--- config.mk ---
export PLATFORM = sky130hd
export DESIGN_NAME = gitm_pixel_pipe
export DESIGN_NICKNAME = d
export VERILOG_FILES = /design/src/sv/gitm_pkg.sv /design/src/sv/gitm_pixel_pipe.sv
export SDC_FILE = /design/constraint.sdc
export NUM_CORES = 1
export LEC_CHECK = 0
export BUFFER_PORTS_ARGS = -buffer_cell sky130_fd_sc_hd__clkbuf_2
export CORE_MARGIN = 2
export CORE_UTILIZATION = 46
export DETAILED_ROUTE_END_ITERATION = 7
export GPL_ROUTABILITY_DRIVEN = 0
export PLACE_DENSITY = 0.81
export SLEW_MARGIN = 40
export SYNTH_ARGS = -nofsm -noshare
export SYNTH_HDL_FRONTEND = slang
export SYNTH_SLANG_ARGS = --single-unit
--- constraint.sdc ---
create_clock -name clk -period 3.1 [get_ports clk]
set_input_delay 0.62 -clock clk [delete_from_list [all_inputs] [get_ports clk]]
set_output_delay 0.62 -clock clk [all_outputs]
set_load 0.05 [all_outputs]
--- src/sv/gitm_pkg.sv ---
package gitm_pkg;

  // Cell and texture geometry
  localparam int CELL_SIZE    = 8;
  localparam int TEXTURE_LOG2 = 8;

  // floor(log2(CELL_SIZE)): edge and row steps are divided by this power of two
  localparam int STEP_SHIFT = $clog2(CELL_SIZE + 1) - 1;

  localparam int CNT_W   = $clog2(CELL_SIZE);
  localparam int IDX_W   = 3;
  localparam int ADDR_W  = 2 * TEXTURE_LOG2;
  localparam int DEPTH   = 1 << ADDR_W;
  localparam int COORD_W = 32;
  localparam int IN_W    = 24;
  localparam int FRAC_W  = 8;

  localparam logic KIND_LOAD   = 1'b0;
  localparam logic KIND_RENDER = 1'b1;

  localparam logic [CNT_W-1:0] CNT_LAST = CNT_W'(CELL_SIZE - 1);

  typedef logic [COORD_W-1:0] coord_t;
  typedef logic [ADDR_W-1:0]  addr_t;
  typedef logic [7:0]         texel_t;

  // Tag that travels with each texture read
  typedef struct packed {
    logic [CNT_W-1:0] row;
    logic [CNT_W-1:0] col;
    logic             last;
  } pix_tag_t;

  function automatic coord_t sext_coord(input logic [IN_W-1:0] x);
    sext_coord = {{(COORD_W - IN_W){x[IN_W-1]}}, x};
  endfunction

  function automatic coord_t asr_step(input coord_t x);
    asr_step = coord_t'($signed(x) >>> STEP_SHIFT);
  endfunction

  // Texel index {u[int], v[int]} cut to the texture side
  function automatic addr_t texel_index(input coord_t u, input coord_t v);
    texel_index = {u[FRAC_W +: TEXTURE_LOG2], v[FRAC_W +: TEXTURE_LOG2]};
  endfunction

endpackage

--- src/sv/gitm_pixel_pipe.sv ---
module gitm_pixel_pipe
  import gitm_pkg::*;
(
  input  logic             clk,
  input  logic             rst_n,
  input  logic             issue,
  input  pix_tag_t         tag,
  input  texel_t           rd_data,
  output logic             take,
  output logic             out_valid,
  input  logic             out_ready,
  output logic [IDX_W-1:0] out_pixel_row,
  output logic [IDX_W-1:0] out_pixel_column,
  output texel_t           out_pixel_value,
  output logic             out_last_pixel
);

  logic     s1_v_r, s1_v_nxt;
  pix_tag_t s1_tag_r;
  logic     out_v_r, out_v_nxt;
  pix_tag_t out_tag_r;
  texel_t   out_value_r;
  logic     s1_move;

  assign s1_move = s1_v_r && (!out_v_r || out_ready);
  assign take    = !s1_v_r || s1_move;

  always_comb begin
    s1_v_nxt  = issue || (s1_v_r && !s1_move);
    out_v_nxt = s1_move || (out_v_r && !out_ready);
  end

  always_ff @(posedge clk) begin
    if (!rst_n) begin
      s1_v_r  <= 1'b0;
      out_v_r <= 1'b0;
    end else begin
      s1_v_r  <= s1_v_nxt;
      out_v_r <= out_v_nxt;
    end
  end

  always_ff @(posedge clk) begin
    if (issue) begin
      s1_tag_r <= tag;
    end
    if (s1_move) begin
      out_tag_r   <= s1_tag_r;
      out_value_r <= rd_data;
    end
  end

  assign out_valid        = out_v_r;
  assign out_pixel_row    = IDX_W'(out_tag_r.row);
  assign out_pixel_column = IDX_W'(out_tag_r.col);
  assign out_pixel_value  = out_value_r;
  assign out_last_pixel   = out_tag_r.last;

endmodule

==> out/qor.yml, run 1 <==
cells_and_area:
  diodes: 0
  layout.nets: 90
  drive_above_1_share_pct: 58.57
  syn2layout_area_growth_pct: 32.21
logic_synthesis:
  yosysMostFrequentCell: "edfxtp_1"
  ys_top_cells_by_area: "edfxtp_1 (89%), dfxtp_1 (5.4%), a22o_1 (1.2%)"
  yosys.area.top_type_share_pct: 89.04
  ys_warn_count: 0
  synth_nets: 49
  syn_inst: 30
  synth_common_cells: "edfxtp_1 (22), dfxtp_1 (2)"
  synth.cell_area_sq_um: 742.0
  syn_avg_cell_area_sq_um: 24.73
  async_reset_ff_share_pct: 0
  synth-seq-cells: 24
  synth_cell_types: 8
  ys.flop_type: "edfxtp_1"
  synth_area_leader_cell: "edfxtp_1"
  synth-edff-count: 22
  ys_seq_area_share_pct: 94.44
setup_path:
  start_kind: "input pin"
  cp-end-kind: "output pin"
  reg2reg_depth: 3
  crit_type: "input pin to output pin"
  critPathMaxFanout: 4
  cp.arrival_ns: 1.17
  crit_required_ns: 2.48
timing:
  fin_crit_ns: 1.795
  clock_skew_ns: 0.005260
  slew_violations: 0
  slew_headroom_pct: 81.30
  max_clock_freq_mhz: 557.2
  tightest_slew_ns: 0.2817
  fin_ws_ns: 1.305
  setup_viol: 0
  finalCritPeriodShare_pct: 57.90
  finalHoldViolCount: 0
  hold_slack_ns: 0.4330
  rsz0062_at_grt: "no"
  tns_ns: 0
floorplanning:
  die-area_sq_um: 1950
  io_pins: 36
  num_rows: 14
  die_w_um: 44.16
  coreArea_sq_um: 1506
  dieHeight_um: 44.16
  initial_core_util_pct: 49.25
detailed_routing:
  ant_nets: 0
  vias_per_cell: 4.535
  met3_length_um: 111
  drt_iter0_markers: 5
  dr_total_vias: 390
  wl_met1_um: 417
  wl_met2_um: 421
  totalWireLength_um: 970
  post-route-drc-count: 0
  top_layer: "met4"
  wl_per_cell_um: 11.28
  drt_pre_antenna_iters: 4
flow_run:
  max_cap_viol_count: 0
placed_design:
  port-buffer-count: 35
  post-place-ws_ns: 1.310
hold_path:
  hp-class: "flip-flop to flip-flop"
  hold_path_depth: 0
clock_tree:
  cts_setup_buffers: 0
  clkTransAtPathRegs_ns: 0.11
  cts_tree: "yes"
  htree_levels: 1
  cts_buffer_depth: 2
  clock_latency_ns: 0.30
  cts_resized: 0
  cts.hold.buffers_added: 0
  clockRootBuffer: "clkbuf_4"
  cts_sinks: 24
  cts_inserted_buffers: 3
grt:
  groute.usage.overall_pct: 11.08
  grt_pass1_vias: 344
  grt_max_degree: 16
  antenna_found_initial: 0
  grt_pass1_wl_um: 1483
  gr-total-overflow: 0
outcome:
  status: "completed"
power:
  pwr_density_cell_nw_per_um2: 610.7
  peakVddDrop_v: 0.0003263
  p_leak_nw: 0.4114
## worst paths after layout
| check | slack (ns) | endpoint | startpoint |
|---|---|---|---|
| max | 1.31 | take | out_ready |
| min | 0.43 | out_pixel_column[2] | s1_tag_r[3] |
| max reg2reg | 1.98 | out_pixel_row[1] | out_valid |
| min reg2reg | 0.43 | out_pixel_column[2] | s1_tag_r[3] |
## final cells by class
cell class                      count  area [sq um]
Clock buffer                        4         36.28
Fill cell                         113         525.5
Multi-Input combinational cell      6         41.29
Sequential cell                    24         700.7
Tap cell                           16         20.02
Timing Repair Buffer               36         182.7
## power by group
group | internal [W] | total [W] | switching [W]
sequential | 0.000375 | 0.000380 | 0.00000502
combinational | 0.0000173 | 0.0000657 | 0.0000485
clock | 0.0000717 | 0.000153 | 0.0000817
total | 0.000464 | 0.000599 | 0.000135
## critical path, cell delays in order
cell and delay (ns):
clkbuf_2 0.08, nor2b_2 0.16, nand2_1 0.07, clkbuf_2 0.23
## cells by family after synthesis
kind of cell / count (synthesis) / synth area share, %
AOI/OAI and AO/OA: 2 / 2.193
DFF: 24 / 94.43
and+or+nand+nor: 4 / 3.373
## state kept, by name, summed over array words and instances, names as in the netlist
| name | cells |
|---|---|
| out_pixel_value | 8 |
| s1_tag_r | 7 |
| out_pixel_column | 3 |
| out_pixel_row | 3 |
| out_last_pixel | 1 |
| out_valid | 1 |
| s1_v_r | 1 |
## per-stage QoR
stage	std cells	util, %	cell area, sq um	power, W
finish	86	65.12	980.9	0.0005991
global route	86	65.12	980.9	0.0006235
CTS	86	65.12	980.9	0.0006099
detailed placement	82	62.71	944.7	0.0004544
global placement	82	62.71	944.7	0.0004529
floorplan	30	-	742.0	0.0004295
## cells in the final DEF, fill, tap and decap left out
cell and instances:
clkbuf_2 35, edfxtp_1 22, clkbuf_4 3, dfxtp_1 2, nor2b_2 1, nand2_1 1, and2_1 1, a22o_1 1
o21a_1 1, nor2b_1 1, clkbuf_8 1, buf_4 1
## layer usage
metal	vias up	GRT usage [%]
met2	30	16.18
met4	0	7.273
met3	2	3.673
met5	-	0
li1	195	-
met1	163	14.20
(Power assumes the default switching activity.)
==> inputs of run 2 (changes only) <==
--- a/config.mk
+++ b/config.mk
@@ -7,10 +7,10 @@
 export LEC_CHECK = 0
 export BUFFER_PORTS_ARGS = -buffer_cell sky130_fd_sc_hd__clkbuf_2
 export CORE_MARGIN = 2
-export CORE_UTILIZATION = 46
+export CORE_UTILIZATION = 38
 export DETAILED_ROUTE_END_ITERATION = 7
 export GPL_ROUTABILITY_DRIVEN = 0
-export PLACE_DENSITY = 0.81
+export PLACE_DENSITY = 0.72
 export SLEW_MARGIN = 40
 export SYNTH_ARGS = -nofsm -noshare
 export SYNTH_HDL_FRONTEND = slang
==> constraint.sdc (replaced) <==
create_clock -name clk -period 1.6 [get_ports clk]
set_input_delay 0.32 -clock clk [delete_from_list [all_inputs] [get_ports clk]]
set_output_delay 0.32 -clock clk [all_outputs]
set_load 0.05 [all_outputs]
==> out/qor.yml, run 2 (synthesized netlist as in run 1, its figures left out) <==
clock_tree:
  cts_inserted_buffers: 3  # unchanged
  cts_resized: 0  # unchanged
  htree_levels: 1  # unchanged
  clkTransAtPathRegs_ns: 0.12  # about the same
  cts_setup_buffers: 0  # unchanged
  cts_buffer_depth: 2  # unchanged
  cts_sinks: 24  # unchanged
  cts_tree: "yes"
  cts.hold.buffers_added: 0  # unchanged
  clock_latency_ns: 0.30  # about the same
  clockRootBuffer: "clkbuf_4"
timing:
  finalHoldViolCount: 0  # unchanged
  hold_slack_ns: 0.1812  # -0.2518 ns
  rsz0062_at_grt: "no"
  tns_ns: 0  # unchanged
  max_clock_freq_mhz: 669.7
  slew_headroom_pct: 81.07  # -0.23 points
  slew_violations: 0  # unchanged
  finalCritPeriodShare_pct: 93.33
  clock_skew_ns: 0.004289  # -0.0009706 ns
  setup_viol: 0  # unchanged
  fin_crit_ns: 1.493
  tightest_slew_ns: 0.2852  # +0.003498 ns
grt:
  grt_pass1_vias: 371  # +7.8%
  grt_pass1_wl_um: 1421  # -4.2%
  groute.usage.overall_pct: 9.642  # -1.4 points
  gr-total-overflow: 0  # unchanged
  antenna_found_initial: 0  # unchanged
  grt_max_degree: 16  # unchanged
power:
  power_frac_seq_pct: 57.5  # -5.9 points
  peakVddDrop_v: 0.0005637  # +73%
  pwr-share-comb_pct: 10.1  # -0.9 points
  finalPower_w: 0.001282  # +110%
  sw_frac_of_total_pct: 20.90  # -1.7 points
  intPower_w: 0.001014  # +120%
  pwr_density_cell_nw_per_um2: 1268  # +110%
  clkPwrFrac_pct: 32.4  # +6.8 points
  p_sw_w: 0.0002679  # +98%
  p_leak_nw: 0.4188  # +1.8%
cells_and_area:
  syn2layout_area_growth_pct: 36.26
  layout.nets: 90  # unchanged
  layout_common_cells: "clkbuf_2 (35), edfxtp_1 (22), clkbuf_4 (3), nor2b_2 (2), dfxtp_1 (2)"
  drive_above_1_share_pct: 60.00  # +1.4 points
  final_common_cell: "clkbuf_2"
  fillCellCount: 142  # +26%
  finalNonFillerCells: 95  # +10%
  diodes: 0  # unchanged
  postLayoutCellArea_sq_um: 1011  # +3.1%
  multi_input_area_sq_um: 43.79  # +6.1%
  largest_register_ffs: 8  # unchanged
  layout.area.seq_sq_um: 700.7  # unchanged
setup_path:
  rr_endpoint: "out_pixel_value[5]"
  reg2reg_depth: 3  # unchanged
  cp-end-kind: "output pin"
  cp.arrival_ns: 1.17  # about the same
  critPathMaxFanout: 4  # unchanged
  start_kind: "flip-flop"
  crit_required_ns: 1.28  # -1.20 ns
  cpMaxStageDelayCell: "dfxtp_1"
  slowest_delay_ns: 0.35  # +0.12 ns
  crit_type: "flip-flop to output pin"
  r2r_slack_ns: 0.48  # -1.50 ns
  r2r_start: "out_valid"
  cp_cell_sequence: "nor2b_2 -> nand2_1 -> clkbuf_2"
hold_path:
  min_delay_worst_endpoint: "s1_tag_r[4]"
  hold_path_depth: 1  # +1
  hp-class: "input pin to flip-flop"
  hp-start: "tag[4]"
detailed_routing:
  vias_per_cell: 4.179  # -7.8%
  dr_total_vias: 397  # +1.8%
  totalWireLength_um: 1091  # +12%
  post-route-drc-count: 0  # unchanged
  wl_per_cell_um: 11.48  # +1.8%
  ant_nets: 0  # unchanged
  drt_pre_antenna_iters: 4  # unchanged
  drt_iter0_markers: 6  # +1
outcome:
  status: "completed"
floorplanning:
  coreArea_sq_um: 1783  # +18%
  die_w_um: 48.19  # +9.1%
  num_rows: 15  # +1
  io_pins: 36  # unchanged
  initial_core_util_pct: 41.61  # -7.6 points
  dieHeight_um: 48.19  # +9.1%
  die-area_sq_um: 2322  # +19%
placed_design:
  postPlaceCellArea_sq_um: 958.4  # +1.5%
  dp.cells: 91  # +11%
  hpwl_um: 890.7
  port-buffer-count: 35  # unchanged
flow_run:
  max_cap_viol_count: 0  # unchanged
## run 2: changes by cell type in the layout (fill, tap and decap cells not counted), sizes merged
cell,change
bufinv,+1
clkbuf,-1
## run 2: worst max-delay path by stage
stage	start	end	slack [ns]	cells past startpoint
floorplan	out_valid	take	0.07	2
global placement	out_ready	take	0.41	4
detailed placement	out_ready	take	0.39	4
CTS	out_valid	take	0.09	3
global route	out_valid	take	0.02	3
finish	out_valid	take	0.11	3
## run 2: power by group through the flow
stage	sequential (W)	combinational, W	clock, W
floorplan	0.000819	0.0000136	0
global placement	0.000749	0.000129	0
detailed placement	0.000752	0.000131	0
CTS	0.000737	0.000131	0.000423
global route	0.000740	0.000136	0.000442
finish	0.000737	0.000130	0.000415
## run 2: final cells by class
cell class,count,area share [%]
multi-input combinational,6,4.332
sequential,24,69.31
clock inverter,1,2.970
clock buffer,3,2.228
tap,25,3.094
timing repair buffer,36,18.07
## run 2: stage by stage
step / setup WS [ns] / utilization, %
after floorplan: 0.06700 / -
after global placement: 0.4094 / 53.75
after detailed placement: 0.3930 / 53.75
after CTS: 0.09374 / 56.70
after global routing: 0.02069 / 56.70
final: 0.1068 / 56.70
## run 2: worst max-delay path, delay by kind of cell (launching register included)
kind | cells | cell delay (ns)
simple gates | 2 | 0.28
flops | 1 | 0.35
buf+inv | 1 | 0.23
## run 2: layer usage
layer,global-route usage [%],routed length [um]
met1,8.516,358
met2,17.89,651
met3,3.333,66
met4,6.486,14
met5,0,0
==> inputs of run 3 (changes only) <==
--- a/config.mk
+++ b/config.mk
@@ -6,11 +6,12 @@
 export NUM_CORES = 1
 export LEC_CHECK = 0
 export BUFFER_PORTS_ARGS = -buffer_cell sky130_fd_sc_hd__clkbuf_2
+export CORE_ASPECT_RATIO = 1.1
 export CORE_MARGIN = 2
-export CORE_UTILIZATION = 38
+export CORE_UTILIZATION = 46
 export DETAILED_ROUTE_END_ITERATION = 7
 export GPL_ROUTABILITY_DRIVEN = 0
-export PLACE_DENSITY = 0.72
+export PLACE_DENSITY = 0.81
 export SLEW_MARGIN = 40
 export SYNTH_ARGS = -nofsm -noshare
 export SYNTH_HDL_FRONTEND = slang
==> constraint.sdc (replaced) <==
create_clock -name clk -period 1.85 [get_ports clk]
set_input_delay 0.37 -clock clk [delete_from_list [all_inputs] [get_ports clk]]
set_output_delay 0.37 -clock clk [all_outputs]
set_load 0.05 [all_outputs]
==> out/qor.yml, run 3 (synthesized netlist as in run 1, its figures left out) <==
outcome:
  status: "completed"
timing:
  max_clock_freq_mhz: 655.8
  finalCritPeriodShare_pct: 82.42
  rsz0062_at_grt: "no"
  tns_ns: 0  # unchanged
  clock_skew_ns: 0.003993  # -0.0002965 ns
  setup_viol: 0  # unchanged
  fin_crit_ns: 1.525
  tightest_slew_ns: 0.2825  # -0.002712 ns
  finalHoldViolCount: 0  # unchanged
  slew_headroom_pct: 81.25  # +0.18 points
  slew_violations: 0  # unchanged
grt:
  grt_pass1_vias: 371  # unchanged
  grtUsageMet3_pct: 2.745  # -0.59 points
  groute.usage.overall_pct: 12.72  # +3.1 points
  grt_util_met2_pct: 21.54  # +3.6 points
  top_usage_layer: "met2"
  use_met1_pct: 15.28  # +6.8 points
  grt_max_degree: 16  # unchanged
  antenna_found_initial: 0  # unchanged
  gr-total-overflow: 0  # unchanged
  grt_pass1_wl_um: 1690  # +19%
floorplanning:
  die-area_sq_um: 1950  # -16%
  dieHeight_um: 46.12  # -4.3%
  initial_core_util_pct: 48.21  # +6.6 points
  coreArea_sq_um: 1539  # -14%
  die_w_um: 42.29  # -12%
  num_rows: 15  # unchanged
  io_pins: 36  # unchanged
setup_path:
  cpMaxStageDelayCell: "dfxtp_1"
  cp_cell_sequence: "nor2b_2 -> nand2_1 -> clkbuf_2"
  cp-end-kind: "output pin"
  slowest_delay_ns: 0.35  # about the same
  start_kind: "flip-flop"
  crit_type: "flip-flop to output pin"
  crit_required_ns: 1.48  # +0.20 ns
  critPathMaxFanout: 4  # unchanged
  cp.arrival_ns: 1.15  # -0.02 ns
detailed_routing:
  ant_nets: 0  # unchanged
  drt_iter0_markers: 6  # unchanged
  totalWireLength_um: 1118  # +2.5%
  post-route-drc-count: 0  # unchanged
  dr_total_vias: 405  # +2.0%
  vias_per_cell: 4.655  # +11%
  wl_per_cell_um: 12.85  # +12%
  drt_pre_antenna_iters: 2  # -2
clock_tree:
  cts_buffer_depth: 2  # unchanged
  clockRootBuffer: "clkbuf_4"
  cts_inserted_buffers: 3  # unchanged
  clkTransAtPathRegs_ns: 0.12  # about the same
  cts_sinks: 24  # unchanged
  cts_setup_buffers: 0  # unchanged
  cts.hold.buffers_added: 0  # unchanged
  cts_tree: "yes"
  cts_resized: 0  # unchanged
  clock_latency_ns: 0.30  # about the same
  htree_levels: 1  # unchanged
placed_design:
  hpwl_um: 896.5  # +0.65%
  port-buffer-count: 35  # unchanged
flow_run:
  max_cap_viol_count: 0  # unchanged
cells_and_area:
  drive_above_1_share_pct: 57.14  # -2.9 points
  layout.nets: 90  # unchanged
  layout_common_cells: "clkbuf_2 (35), edfxtp_1 (22), clkbuf_4 (3), dfxtp_1 (2)"
  largest_register_ffs: 8  # unchanged
  diodes: 0  # unchanged
  final_common_cell: "clkbuf_2"
  syn2layout_area_growth_pct: 31.03
  fillCellCount: 124  # -13%
power:
  finalPower_w: 0.0009637  # -25%
  pwr_density_cell_nw_per_um2: 991.3  # -22%
  p_leak_nw: 0.4057  # -3.1%
  peakVddDrop_v: 0.0005654  # +0.29%
hold_path:
  hp-class: "input pin to flip-flop"
## run 3: per-stage QoR
| step | hold WS [ns] | area, sq um | util, % | std cells | worst slack [ns] |
|---|---|---|---|---|---|
| 4_1_cts | 0.2299 | 972.2 | 63.17 | 87 | 0.3038 |
| 2_1_floorplan | 0.4003 | 742.0 | - | 30 | 0.04605 |
| 5_1_grt | 0.2140 | 972.2 | 63.17 | 87 | 0.2640 |
| 6_report | 0.2378 | 972.2 | 63.17 | 87 | 0.3252 |
| 3_5_place_dp | 0.4099 | 945.9 | 61.46 | 83 | 0.5439 |
| 3_3_place_gp | 0.4033 | 945.9 | 61.46 | 83 | 0.5774 |
## run 3: worst max-delay path, delay by kind of cell (launching register included)
kind / cells / cell delay, ns
flops: 1 / 0.35
simple gates: 2 / 0.28
buf+inv: 1 / 0.23
## run 3: worst paths after layout
check | from | endpoint | slack (ns) | cells after the start
hold reg to reg | s1_tag_r[6] | out_pixel_row[2] | 0.43 | 0
hold / removal | tag[3] | s1_tag_r[3] | 0.24 | 1
setup / recovery | out_valid | take | 0.33 | 3
setup reg to reg | out_valid | out_pixel_column[0] | 0.72 | 3
## run 3: area by class of cell
cell class	count	area (sq um)	area share (%)
Timing Repair Buffer	36	182.7	18.79
Sequential cell	24	700.7	72.07
Clock inverter	1	3.754	0.3861
Tap cell	17	21.27	2.188
Multi-Input combinational cell	6	41.29	4.247
Clock buffer	3	22.52	2.317
## run 3: report_power, final
group / internal, W / switching, W / leakage (nW)
clock network: 0.0000785 / 0.000136 / 0.0154
logic: 0.0000290 / 0.0000824 / 0.165
registers: 0.000628 / 0.00000920 / 0.226
total: 0.000736 / 0.000228 / 0.406
## run 3: layer usage
layer,vias up,part of all wire (%)
met5,-,0
met4,0,0
met3,0,8.9
met2,27,52
met1,182,39
li1,196,-
