**config.mk**
```make
export PLATFORM = sky130hd
export DESIGN_NAME = gitm_walker
export DESIGN_NICKNAME = d
export VERILOG_FILES = /design/src/sv/gitm_pkg.sv /design/src/sv/gitm_walker.sv
export SDC_FILE = /design/constraint.sdc
export NUM_CORES = 1
export LEC_CHECK = 0
export BUFFER_PORTS_ARGS = -buffer_cell sky130_fd_sc_hd__buf_4
export CORE_ASPECT_RATIO = 0.6
export CORE_MARGIN = 1
export CORE_UTILIZATION = 40
export CTS_CLUSTER_SIZE = 20
export DETAILED_ROUTE_END_ITERATION = 10
export HOLD_SLACK_MARGIN = 0.15
export MAX_ROUTING_LAYER = met4
export SYNTH_ARGS = -nofsm -noshare
export SYNTH_HDL_FRONTEND = slang
export SYNTH_SLANG_ARGS = --single-unit
```
**constraint.sdc**
```tcl
create_clock -name clk -period 4.3 [get_ports clk]
set_input_delay 0.86 -clock clk [delete_from_list [all_inputs] [get_ports clk]]
set_output_delay 0.86 -clock clk [all_outputs]
set_load 0.01 [all_outputs]
```
**src/sv/gitm_pkg.sv**
```systemverilog
package gitm_pkg;

  // Cell and texture geometry
  localparam int CELL_SIZE    = 8;
  localparam int TEXTURE_LOG2 = 8;

  // floor(log2(CELL_SIZE)): edge and row steps are divided by this power of two
  localparam int STEP_SHIFT = $clog2(CELL_SIZE + 1) - 1;

  localparam int CNT_W   = $clog2(CELL_SIZE);
  localparam int IDX_W   = 3;
  localparam int ADDR_W  = 2 * TEXTURE_LOG2;
  localparam int DEPTH   = 1 << ADDR_W;
  localparam int COORD_W = 32;
  localparam int IN_W    = 24;
  localparam int FRAC_W  = 8;

  localparam logic KIND_LOAD   = 1'b0;
  localparam logic KIND_RENDER = 1'b1;

  localparam logic [CNT_W-1:0] CNT_LAST = CNT_W'(CELL_SIZE - 1);

  typedef logic [COORD_W-1:0] coord_t;
  typedef logic [ADDR_W-1:0]  addr_t;
  typedef logic [7:0]         texel_t;

  // Tag that travels with each texture read
  typedef struct packed {
    logic [CNT_W-1:0] row;
    logic [CNT_W-1:0] col;
    logic             last;
  } pix_tag_t;

  function automatic coord_t sext_coord(input logic [IN_W-1:0] x);
    sext_coord = {{(COORD_W - IN_W){x[IN_W-1]}}, x};
  endfunction

  function automatic coord_t asr_step(input coord_t x);
    asr_step = coord_t'($signed(x) >>> STEP_SHIFT);
  endfunction

  // Texel index {u[int], v[int]} cut to the texture side
  function automatic addr_t texel_index(input coord_t u, input coord_t v);
    texel_index = {u[FRAC_W +: TEXTURE_LOG2], v[FRAC_W +: TEXTURE_LOG2]};
  endfunction

endpackage

```
**src/sv/gitm_walker.sv**
```systemverilog
module gitm_walker
  import gitm_pkg::*;
(
  input  logic             clk,
  input  logic             rst_n,
  input  logic             start,
  input  logic [IN_W-1:0]  tl_u,
  input  logic [IN_W-1:0]  tl_v,
  input  logic [IN_W-1:0]  tr_u,
  input  logic [IN_W-1:0]  tr_v,
  input  logic [IN_W-1:0]  bl_u,
  input  logic [IN_W-1:0]  bl_v,
  input  logic [IN_W-1:0]  br_u,
  input  logic [IN_W-1:0]  br_v,
  input  logic             take,
  output logic             busy,
  output logic             issue,
  output logic             free,
  output addr_t            rd_addr,
  output pix_tag_t         tag
);

  logic             busy_r, busy_nxt;
  logic [CNT_W-1:0] row_r, row_nxt, col_r, col_nxt;
  coord_t u_r, u_nxt, v_r, v_nxt;
  coord_t lu_r, lu_nxt, lv_r, lv_nxt;
  coord_t wu_r, wu_nxt, wv_r, wv_nxt;
  coord_t ldu_r, ldv_r, rdu_r, rdv_r, dwu_r, dwv_r;
  coord_t c_tlu, c_tlv, c_tru, c_trv, c_blu, c_blv, c_bru, c_brv;
  logic   row_end, cell_end;

  assign c_tlu = sext_coord(tl_u);
  assign c_tlv = sext_coord(tl_v);
  assign c_tru = sext_coord(tr_u);
  assign c_trv = sext_coord(tr_v);
  assign c_blu = sext_coord(bl_u);
  assign c_blv = sext_coord(bl_v);
  assign c_bru = sext_coord(br_u);
  assign c_brv = sext_coord(br_v);

  assign issue    = busy_r && take;
  assign row_end  = (col_r == CNT_LAST);
  assign cell_end = row_end && (row_r == CNT_LAST);
  assign free     = !busy_r || (issue && cell_end);
  assign busy     = busy_r;
  assign rd_addr  = texel_index(u_r, v_r);
  assign tag      = '{row: row_r, col: col_r, last: cell_end};

  always_comb begin
    busy_nxt = busy_r;
    row_nxt  = row_r;
    col_nxt  = col_r;
    u_nxt    = u_r;
    v_nxt    = v_r;
    lu_nxt   = lu_r;
    lv_nxt   = lv_r;
    wu_nxt   = wu_r;
    wv_nxt   = wv_r;
    if (issue) begin
      if (row_end) begin
        // next row: advance left edge, widen span by the edge-step difference
        col_nxt = '0;
        row_nxt = row_r + 1'b1;
        lu_nxt  = lu_r + ldu_r;
        lv_nxt  = lv_r + ldv_r;
        u_nxt   = lu_r + ldu_r;
        v_nxt   = lv_r + ldv_r;
        wu_nxt  = wu_r + dwu_r;
        wv_nxt  = wv_r + dwv_r;
        if (cell_end) begin
          busy_nxt = 1'b0;
        end
      end else begin
        col_nxt = col_r + 1'b1;
        u_nxt   = u_r + asr_step(wu_r);
        v_nxt   = v_r + asr_step(wv_r);
      end
    end
    if (start) begin
      busy_nxt = 1'b1;
      row_nxt  = '0;
      col_nxt  = '0;
      u_nxt    = c_tlu;
      v_nxt    = c_tlv;
      lu_nxt   = c_tlu;
      lv_nxt   = c_tlv;
      wu_nxt   = c_tru - c_tlu;
      wv_nxt   = c_trv - c_tlv;
    end
  end

  always_ff @(posedge clk) begin
    if (!rst_n) begin
      busy_r <= 1'b0;
      row_r  <= '0;
      col_r  <= '0;
    end else begin
      busy_r <= busy_nxt;
      row_r  <= row_nxt;
      col_r  <= col_nxt;
    end
  end

  always_ff @(posedge clk) begin
    u_r  <= u_nxt;
    v_r  <= v_nxt;
    lu_r <= lu_nxt;
    lv_r <= lv_nxt;
    wu_r <= wu_nxt;
    wv_r <= wv_nxt;
    if (start) begin
      ldu_r <= asr_step(c_blu - c_tlu);
      ldv_r <= asr_step(c_blv - c_tlv);
      rdu_r <= asr_step(c_bru - c_tru);
      rdv_r <= asr_step(c_brv - c_trv);
    end
    // registered from the edge steps that start loads; settles well before the first row change
    dwu_r <= rdu_r - ldu_r;
    dwv_r <= rdv_r - ldv_r;
  end

endmodule

```
==> run_results.csv, run 1 <==
group,metric,value,unit
run_status,status,"finished, final reports clean",
final_layout,final_util,47.44,%
logic_synthesis,synth_nets,2412,
route,drt_iter0_drc,1150,
logic_synthesis,synth_seq_cells,223,
logic_synthesis,synth.distinct_cells,79,
route,vias_per_cell,5.365,
final_layout,final_area,21330,µm²
worst_setup_path,reg2reg_slack,0.69,ns
route,first_pass_iters,5,
timing,hold_viol_final,0,
logic_synthesis,netlist_area,18310,µm²
timing,finalMaxSlewViolations,0,
clocking,clk_pin_slew,0.06,ns
timing,tightest_slew,0.9684,ns
logic_synthesis,synth-compound-area-share,19.52,%
die,ios,222,
die,dieArea,46660,µm²
die,die_x,278.2,µm
job,drv_cap,0,
timing,max_freq,273.8,MHz
clocking,postCtsHoldBufs,0,
worst_setup_path,cp_data_arrival_time,3.91,ns
final_layout,nFillCells,4247,
clocking,cts_resized,0,
clocking,numCtsBuffers,25,
die,initial_core_util,40.71,%
pwr,peakVddDrop,0.0002944,V
logic_synthesis,synth_top_family_by_area,"compound AO/OA/AOI/OAI gates",
worst_setup_path,cp-start-kind,"input pin",
worst_setup_path,cp_top_family,"compound AO/OA/AOI/OAI gates",
grt,gr-usage-all-layers,21.52,%
worst_setup_path,end_kind,"register",
timing,setup_tns,0,ns
placement,globalplace.congestion,0.9190,
worst_hold_path,hold_class,"register to register",
timing,maxSlewHeadroom,35.21,%
logic_synthesis,synth-xor-area-share,9.664,%
route,routed_wl,49710,µm
route,ant_nets,0,
logic_synthesis,yosys-mux-area-fraction,1.210,%
grt,globalRouteMet1Util,33.84,%
clocking,clockRootBuffer,"clkbuf_16",
logic_synthesis,synth_edf_count,178,
final_layout,syn_to_final_growth,16.52,%
grt,met3_usage,2.832,%
logic_synthesis,synth_flop_cell,"edfxtp_1",
timing,period_needed,3.652,ns
die,std_cell_rows,60,
logic_synthesis,yosysSeqAreaShare,34.12,%
clocking,cts.htree.levels,1,
route,wire_per_inst,17.94,µm
timing,finalClockSkew,0.01893,ns
final_layout,fin_nets,2621,
timing,grt_setup_unrepaired,"no",
logic_synthesis,synthAdderAreaFrac,18.32,%
worst_setup_path,max_stage_delay,0.43,ns
route,vias,14870,
clocking,cts_tree,"built",
grt,use_met2,28.90,%
worst_setup_path,cp.buffers_inverters,4,
grt,top_usage_layer,"met1",
logic_synthesis,ys_async_sr_fraction,0,%
final_layout,drive_above_1_share,13.94,%
clocking,worstSkewPairLatency,0.54,ns
pwr,power_density,615.6,nW/µm²
logic_synthesis,syn_avg_cell_area,9.369,µm²
logic_synthesis,synth_simple_gate_area_share,12.40,%
timing,setup_viol,0,
grt,gr-total-overflow,0,
placement,place_area,20540,µm²
placement,hpwl,39010,µm
logic_synthesis,synth_warnings,0,
grt,grt_antenna_before_repair,1,
logic_synthesis,syn_inst,1954,
worst_setup_path,path_cells,"buf_4 > inv_1 > ha_1 > inv_1 > fa_1 > a211oi_1 > nor2_1 > o41a_1 > a41o_1 > o41ai_1 > buf_4 > o21ai_0 > xnor2_1 > mux2i_1",
grt,grt_max_degree,93,
die,coreArea,44970,µm²
clocking,clkSinkCount,223,
pwr,leakage,9.517,nW
die,die_h,167.7,µm
worst_setup_path,path_class,"input pin to register",
route,drcViolationCount,0,
worst_setup_path,cpMaxStageDelayCell,"fa_1",
clocking,cts_setup_buffers,0,
timing,timing.final.crit_share,84.94,%
worst_setup_path,crit_fanout,3,
grt,grt_pass1_wl,77020,µm
placement,portBuffers,205,
grt,first_global_vias,14080,
clocking,clockBufferDepth,3,
worst_setup_path,cp.required,4.56,ns
[layout make-up]
| class | count | area (µm²) | share of cell area [%] |
|---|---|---|---|
| multi-input combinational | 1517 | 11200 | 52.49 |
| inverter | 173 | 649.4 | 3.044 |
| tap | 589 | 737.0 | 3.455 |
| clock inverter | 9 | 67.56 | 0.3167 |
| clock buffer | 36 | 716.9 | 3.361 |
| antenna | 1 | 2.502 | 0.01173 |
| timing repair buffer | 223 | 1715 | 8.042 |
| sequential | 223 | 6246 | 29.28 |
[stage by stage]
step                setup WS [ns]  instances  hold WS, ns  power, W
finish                     0.6478       2771       0.4833   0.01313
global route               0.5181       2771       0.5075   0.01418
CTS                        0.7234       2770       0.4871   0.01311
detailed placement         0.1709       2725       0.4784   0.01087
global placement           0.2205       2725       0.4637   0.01071
floorplan                  0.8112       1954       0.4959  0.009180
[placed cells by master (no fill, tap or decap), types with 6 or more instances in the layout]
master	n
nand2b_1	28
nand2_1	107
o21ai_0	130
clkbuf_16	25
a211oi_1	19
xor2_1	66
nor3_1	46
o211ai_1	8
o21bai_1	26
mux2i_1	12
nor2b_1	24
a2111oi_0	6
buf_4	219
dfxtp_1	45
a41oi_1	6
inv_1	171
fa_1	10
edfxtp_1	178
a31o_2	8
clkbuf_1	6
o21a_1	28
mux2_2	9
ha_1	252
a21oi_1	159
or2_2	14
a31oi_1	22
and2_1	16
o22ai_1	9
nor2_1	150
nand3_1	26
xnor2_1	136
clkinv_2	6
o31ai_1	9
a21o_1	53
or3_1	21
a211o_1	9
o31a_1	7
and3_1	19
[report_power, final]
part | internal [W] | switching [W] | total (W)
combinational | 0.00333 | 0.00399 | 0.00732
clock | 0.00121 | 0.000932 | 0.00214
sequential | 0.00326 | 0.000402 | 0.00367
total | 0.00781 | 0.00532 | 0.0131
[cell usage after synthesis, types with 4 or more instances]
| cell type | n | area share, % |
|---|---|---|
| clkbuf_1 | 15 | 0.31 |
| o22ai_1 | 9 | 0.31 |
| inv_1 | 171 | 3.5 |
| mux2i_1 | 12 | 0.66 |
| nor3_1 | 46 | 1.3 |
| nand3_1 | 26 | 0.71 |
| and3_1 | 19 | 0.65 |
| dfxtp_1 | 45 | 4.9 |
| a211o_1 | 9 | 0.43 |
| or2_2 | 14 | 0.48 |
| a2111oi_0 | 6 | 0.29 |
| nand2_1 | 109 | 2.2 |
| a211oi_1 | 19 | 0.78 |
| a21o_1 | 53 | 2.2 |
| o21ai_0 | 130 | 3.6 |
| and2_1 | 16 | 0.55 |
| a31o_2 | 8 | 0.38 |
| nor2_1 | 150 | 3.1 |
| buf_4 | 17 | 0.70 |
| nor2b_1 | 24 | 0.82 |
| o21bai_1 | 26 | 1.1 |
| o211ai_1 | 8 | 0.33 |
| buf_1 | 8 | 0.16 |
| o31a_1 | 7 | 0.33 |
| nand2b_1 | 28 | 0.96 |
| xnor2_1 | 136 | 6.5 |
| a41oi_1 | 6 | 0.29 |
| fa_1 | 10 | 1.1 |
| a21oi_1 | 159 | 4.3 |
| xor2_1 | 66 | 3.2 |
| nor4_1 | 5 | 0.17 |
| a31oi_1 | 22 | 0.75 |
| mux2_2 | 9 | 0.55 |
| or3_1 | 21 | 0.72 |
| o31ai_1 | 9 | 0.37 |
| ha_1 | 252 | 17 |
| o21a_1 | 28 | 1.1 |
| edfxtp_1 | 178 | 29 |
| a21boi_0 | 4 | 0.16 |
| o21ai_1 | 5 | 0.14 |
[routing by layer]
metal | up-vias | wire [µm] | share of wire [%]
met4 | 0 | 781 | 1.6
met2 | 354 | 19180 | 39
met3 | 44 | 2658 | 5.3
li1 | 7539 | - | -
met1 | 6930 | 27090 | 54
met5 | - | 0 | 0
[state kept, by name, summed over array words and instances (netlist names), 19 cells and up]
| register | count |
|---|---|
| ldv_r | 19 |
| rdv_r | 19 |
| dwv_r | 19 |
| dwu_r | 19 |
| rdu_r | 19 |
| ldu_r | 19 |
| wu_r | 19 |
| wv_r | 19 |
[final timing paths]
check	from	end	cells after the start
max reg2reg	ldu_r[0]	u_r[14]	11
max	tr_v[0]	wv_r[18]	14
min reg2reg	col_r[2]	col_r[2]	2
min	col_r[2]	col_r[2]	2
[cell families after synthesis]
logic type	count (synthesis)
AO/OA/AOI/OAI	556
XOR/XNOR	202
adder cells (fa/ha/maj)	262
buffers and inverters	214
flip-flops	223
multiplexers	21
AND/OR/NAND/NOR	476
[worst register-to-register path, stage by stage (launching register included)]
cell and delay [ns]:
edfxtp_1 0.41, ha_1 0.26, fa_1 0.43, a21o_1 0.20
a21oi_1 0.29, o21ai_0 0.21, a41oi_1 0.48, o21ai_0 0.17
a21oi_1 0.32, mux2i_1 0.28, nor3_1 0.08, nor4_1 0.30
Note: power is estimated with default switching activity, not from simulation.
==> run 2: changes to the inputs <==
clock period = 3.6 ns   (was 4.3 ns; I/O delays follow)
==> run 2 against run 1 <==
Compared with the run above: cell count is 1.4% higher; first-iteration DRC count is 11% lower; clock-buffer cell count is 7 lower; sequential power is 19% higher; cell area is 1.8% higher; hold slack worse by 0.022 ns; setup slack worse by 0.49 ns; register-to-register slack worse by 0.53 ns; clock power is 31% higher; die area stayed put; critical path type is now register to register; highest routed layer unchanged.
==> run_results.csv, run 2 (synthesized netlist as in run 1, its figures left out) <==
group,metric,value,unit
final_layout,nFillCells,4218,
pwr,leakage,9.739,nW
clocking,postCtsHoldBufs,0,
timing,timing.final.crit_share,95.62,%
route,vias_per_cell,5.368,
worst_setup_path,cp_data_arrival_time,3.72,ns
grt,grt_pass1_wl,79540,µm
final_layout,seq_area,6246,µm²
grt,grt_antenna_before_repair,0,
route,top_layer,"met4",
clocking,clockRootBuffer,"clkbuf_16",
route,first_pass_iters,5,
timing,setup_ws,0.1577,ns
die,initial_core_util,40.71,%
timing,period_needed,3.442,ns
clocking,clkSinkCount,223,
clocking,numCtsBuffers,25,
timing,setup_viol,0,
worst_setup_path,end_kind,"register",
die,die_x,278.2,µm
pwr,combPwrFrac,55.3,%
placement,place_area,20840,µm²
pwr,p_int,0.009633,W
worst_setup_path,rr_worst_depth,12,
route,routed_wl,50180,µm
run_status,status,"finished, final reports clean",
clocking,clk_pin_slew,0.07,ns
pwr,swShare,39.99,%
clocking,cts_tree,"built",
worst_setup_path,cp.required,3.88,ns
final_layout,final_cell_mix,"buf_4, ha_1, edfxtp_1",
route,met1Wirelength,27180,µm
pwr,clkPwrFrac,17.5,%
worst_hold_path,hold_end,"busy",
placement,globalplace.congestion,0.9190,
timing,finalMaxSlewViolations,0,
final_layout,final_common_cell,"buf_4",
placement,hpwl,39930,µm
pwr,peakVddDrop,0.0003208,V
worst_setup_path,path_cells,"ha_1 > inv_1 > fa_1 > nor2b_1 > o2111ai_1 > a32oi_2 > a311oi_2 > o31ai_1 > or4_1 > a31oi_1 > xnor2_1 > mux2i_1",
die,coreArea,44970,µm²
worst_hold_path,hold_class,"input pin to register",
die,ios,222,
pwr,seq_power_share,27.2,%
timing,finalClockSkew,0.02397,ns
worst_setup_path,crit_fanout,3,
final_layout,fin_nets,2659,
final_layout,diodes,0,
worst_hold_path,hold_depth,2,
job,drv_cap,0,
die,dieArea,46660,µm²
final_layout,multi_input_area,11210,µm²
worst_setup_path,reg2reg_slack,0.16,ns
route,drcViolationCount,0,
worst_setup_path,max_stage_delay,0.50,ns
worst_hold_path,min-delay-start,"rst_n",
worst_setup_path,r2r-start,"wv_r[0]",
grt,gr-total-overflow,0,
route,vias,15080,
route,ant_nets,0,
die,std_cell_rows,60,
clocking,cts.htree.levels,1,
placement,portBuffers,205,
timing,tightest_slew,0.7653,ns
final_layout,syn_to_final_growth,18.66,%
worst_setup_path,cp-start-kind,"register",
pwr,switchingPower,0.006418,W
route,wl_met3,2443,µm
timing,maxSlewHeadroom,47.66,%
clocking,worstSkewPairLatency,0.55,ns
die,die_h,167.7,µm
pwr,power_density,738.9,nW/µm²
grt,grt_max_degree,76,
grt,gr-usage-all-layers,22.03,%
route,drt_iter0_drc,1018,
timing,grt_setup_unrepaired,"yes",
worst_setup_path,cpMaxStageDelayCell,"a311oi_2",
timing,timing.hold.ws,0.4613,ns
placement,dp_slack,-0.2639,ns
timing,max_freq,290.5,MHz
timing,hold_viol_final,0,
route,wire_per_inst,17.86,µm
final_layout,drive_above_1_share,15.50,%
worst_setup_path,r2r-end,"wv_r[18]",
route,wl_met2,19900,µm
grt,first_global_vias,14540,
clocking,clockBufferDepth,3,
worst_setup_path,path_class,"register to register",
final_layout,final_util,48.31,%
final_layout,final_area,21720,µm²
run 2: cell count changes in the layout (fill, tap and decap cells not counted), sizes merged:
cell | previous run | this run
clkinv | 9 | 12
diode | 1 | 0
bufinv | 1 | 5
inv | 172 | 173
clkbuf | 36 | 29
buf | 223 | 261
run 2: worst max-delay path: cells and delay by family, from the launching register on:
kind            cells  cell delay (ns)
simple gates        2             0.52
fa+ha+maj           2             0.42
compound gates      5             1.53
flops               1             0.37
mux                 1             0.09
buf+inv             1             0.08
xor+xnor            1             0.14
run 2: how the worst max path moves through the flow:
stage | to | startpoint | depth (start not counted)
6_report | wv_r[18] | wv_r[0] | 12
4_1_cts | v_r[14] | ldv_r[0] | 11
3_3_place_gp | wv_r[18] | tr_v[0] | 14
5_1_grt | v_r[14] | ldv_r[0] | 11
3_5_place_dp | wv_r[18] | tr_v[0] | 14
2_1_floorplan | wv_r[18] | tr_v[0] | 12
run 2: timing repair:
item,CTS,global route
resized for setup,0,4
setup endpoints to repair,0,2
buffers inserted,0,1
run 2: power groups by stage:
stage	clock network, W	logic, W	registers, W
2_1_floorplan	0	0.00676	0.00420
3_5_place_dp	0	0.00867	0.00442
6_report	0.00280	0.00888	0.00437
4_1_cts	0.00287	0.00877	0.00438
3_3_place_gp	0	0.00847	0.00442
5_1_grt	0.00296	0.00994	0.00445
run 2: layout make-up:
class,count,share of cell area [%]
repair buffers,261,9.267
inverters,173,2.989
clock inverters,17,0.9388
clock buffers,29,3.041
well taps,589,3.392
flip-flops and latches,223,28.75
multi-input cells,1517,51.62
run 2: stage by stage:
stage               cells  setup TNS, ns  total power [W]
global route         2809       -0.03382          0.01735
global placement     2762        -0.9346          0.01288
floorplan            1954              0          0.01097
CTS                  2808              0          0.01602
detailed placement   2762        -0.6717          0.01309
finish               2809              0          0.01605
run 2: routing by layer:
layer	vias up	global-route usage, %
li1	7637	-
met1	7051	34.25
met2	354	30.48
met3	36	2.763
met4	0	3.099
met5	-	-
==> run 3: changes to the inputs <==
RECOVER_POWER = 50   (was default)
==> run 3 against run 2 <==
Compared with the run above: the run now ends with capacitance limit, slew limit left; setup slack worse by 0.034 ns; sequential share of layout area up 0.23 points; hold slack better by 0.0012 ns; sequential power about the same; critical path depth unchanged; clock-buffer cell count unchanged; core utilization down 0.39 points; critical path type unchanged.
==> run_results.csv, run 3 (synthesized netlist as in run 1, its figures left out) <==
group,metric,value,unit
worst_setup_path,cp.required,3.84,ns
worst_hold_path,hold_class,"input pin to register",
worst_setup_path,rr_worst_depth,12,
route,vias_per_cell,5.378,
worst_setup_path,reg2reg_slack,0.12,ns
worst_setup_path,cp_data_arrival_time,3.71,ns
timing,hold_viol_final,0,
pwr,swShare,40.18,%
route,wire_per_inst,17.85,µm
pwr,clkPwrFrac,17.6,%
pwr,leakage,9.603,nW
clocking,clockBufferDepth,3,
timing,setup_viol,0,
timing,tightest_slew,1.786,ns
route,vias,15110,
worst_setup_path,path_cells,"ha_1 > inv_1 > fa_1 > nor2b_1 > o2111ai_1 > a32oi_2 > a311oi_2 > o31ai_1 > or4_1 > a31oi_1 > xnor2_1 > mux2i_1",
worst_setup_path,cp-start-kind,"register",
worst_setup_path,crit_fanout,3,
route,routed_wl,50150,µm
clocking,postCtsHoldBufs,0,
die,die_h,167.7,µm
die,coreArea,44970,µm²
worst_setup_path,r2r-end,"wv_r[18]",
worst_setup_path,cpMaxStageDelayCell,"a311oi_2",
route,ant_nets,0,
final_layout,diodes,0,
pwr,peakVddDrop,0.0003187,V
final_layout,fin_nets,2659,
clocking,cts.htree.levels,1,
clocking,clkSinkCount,223,
pwr,seq_power_share,27.4,%
timing,timing.hold.ws,0.4625,ns
placement,hpwl,39930,µm
route,drt_iter0_drc,1066,
placement,globalplace.congestion,0.9190,
worst_setup_path,path_class,"register to register",
route,drcViolationCount,0,
pwr,power_density,741.0,nW/µm²
worst_setup_path,critPathCapture,"wv_r[18]",
final_layout,syn_to_final_growth,17.70,%
pwr,switchingPower,0.006416,W
timing,finalClockSkew,0.02383,ns
final_layout,final_util,47.92,%
run_status,status,"finished, violations left",
placement,portBuffers,205,
worst_setup_path,r2r-start,"wv_r[0]",
timing,grt_setup_unrepaired,"yes",
grt,grt_max_degree,76,
die,std_cell_rows,60,
final_layout,drive_above_1_share,13.92,%
clocking,worstSkewPairLatency,0.55,ns
grt,grt_pass1_wl,79540,µm
timing,finalMaxSlewViolations,140,
clocking,numCtsBuffers,25,
clocking,cts_tree,"built",
timing,period_needed,3.477,ns
pwr,p_int,0.009552,W
grt,grt_antenna_before_repair,0,
run_status,violations,"capacitance limit, slew limit",
grt,gr-total-overflow,0,
timing,timing.final.crit_share,96.57,%
die,initial_core_util,40.71,%
final_layout,final_common_cell,"ha_1",
die,die_x,278.2,µm
clocking,clockRootBuffer,"clkbuf_16",
grt,gr-usage-all-layers,22.03,%
job,drv_cap,3,
die,ios,222,
clocking,clk_pin_slew,0.06,ns
die,dieArea,46660,µm²
worst_setup_path,startpoint,"wv_r[0]",
worst_setup_path,end_kind,"register",
worst_hold_path,min-delay-start,"rst_n",
timing,maxSlewHeadroom,-19.35,%
worst_setup_path,max_stage_delay,0.50,ns
grt,first_global_vias,14540,
route,first_pass_iters,5,
pwr,combPwrFrac,55.1,%
final_layout,final_cell_mix,"ha_1, buf_4, edfxtp_1",
timing,max_freq,287.6,MHz
## run 3: changes by cell type in the layout (fill, tap and decap cells not counted), sizes merged
| cell | delta |
|---|---|
| buf | -34 |
| clkbuf | +34 |
## run 3: through the flow
step / power (W) / cell area [µm²] / worst slack (ns) / TNS (ns) / instances
3_5_place_dp: 0.01309 / 20840 / -0.2639 / -0.6717 / 2762
4_1_cts: 0.01602 / 21700 / 0.1584 / 0 / 2808
2_1_floorplan: 0.01097 / 18310 / 0.2512 / 0 / 1954
5_1_grt: 0.01727 / 21550 / -0.03382 / -0.03382 / 2809
3_3_place_gp: 0.01288 / 20840 / -0.3597 / -0.9346 / 2762
6_report: 0.01597 / 21550 / 0.1234 / 0 / 2809
## run 3: how the worst min path moves through the flow
stage	end	slack, ns	depth (start not counted)
after floorplan	col_r[1]	0.50	2
after global placement	col_r[2]	0.47	2
after detailed placement	col_r[1]	0.50	2
after CTS	busy	0.42	2
after global routing	busy	0.43	2
final	busy	0.46	2
## run 3: critical path: cells and delay by family (launching register included)
kind	cells	cell delay [ns]
buffers and inverters	1	0.08
AND/OR/NAND/NOR	2	0.52
multiplexers	1	0.09
XOR/XNOR	1	0.14
adder cells (fa/ha/maj)	2	0.43
flip-flops	1	0.38
AO/OA/AOI/OAI	5	1.52
## run 3: area by class of cell
type                       instances  area (µm²)
clock buffer                      29       660.6
sequential                       223        6246
inverter                         173       649.4
tap                              589       737.0
timing repair buffer             261        1854
fill                            4256       23420
clock inverter                    17       203.9
multi-input combinational       1517       11200
## run 3: what timing repair did
item / 4_1_cts / 5_1_grt
resized for setup: 0 / 4
setup buffers: 0 / 1
endpoints found under the setup margin: 0 / 2
## run 3: power by group through the flow
stage                     Clock (W)  Combinational (W)  Sequential, W
after floorplan                   0            0.00676        0.00420
after global placement            0            0.00847        0.00442
after detailed placement          0            0.00867        0.00442
after CTS                   0.00287            0.00877        0.00438
after global routing        0.00296            0.00985        0.00445
final                       0.00280            0.00879        0.00437
## run 3: layer usage
layer	routed length [µm]	vias up	part of all wire [%]	track usage, %
met5	0	-	0	-
met4	658	0	1.3	3.099
met3	2788	36	5.6	2.763
met2	19820	384	40	30.48
met1	26890	7045	54	34.25
li1	-	7641	-	-
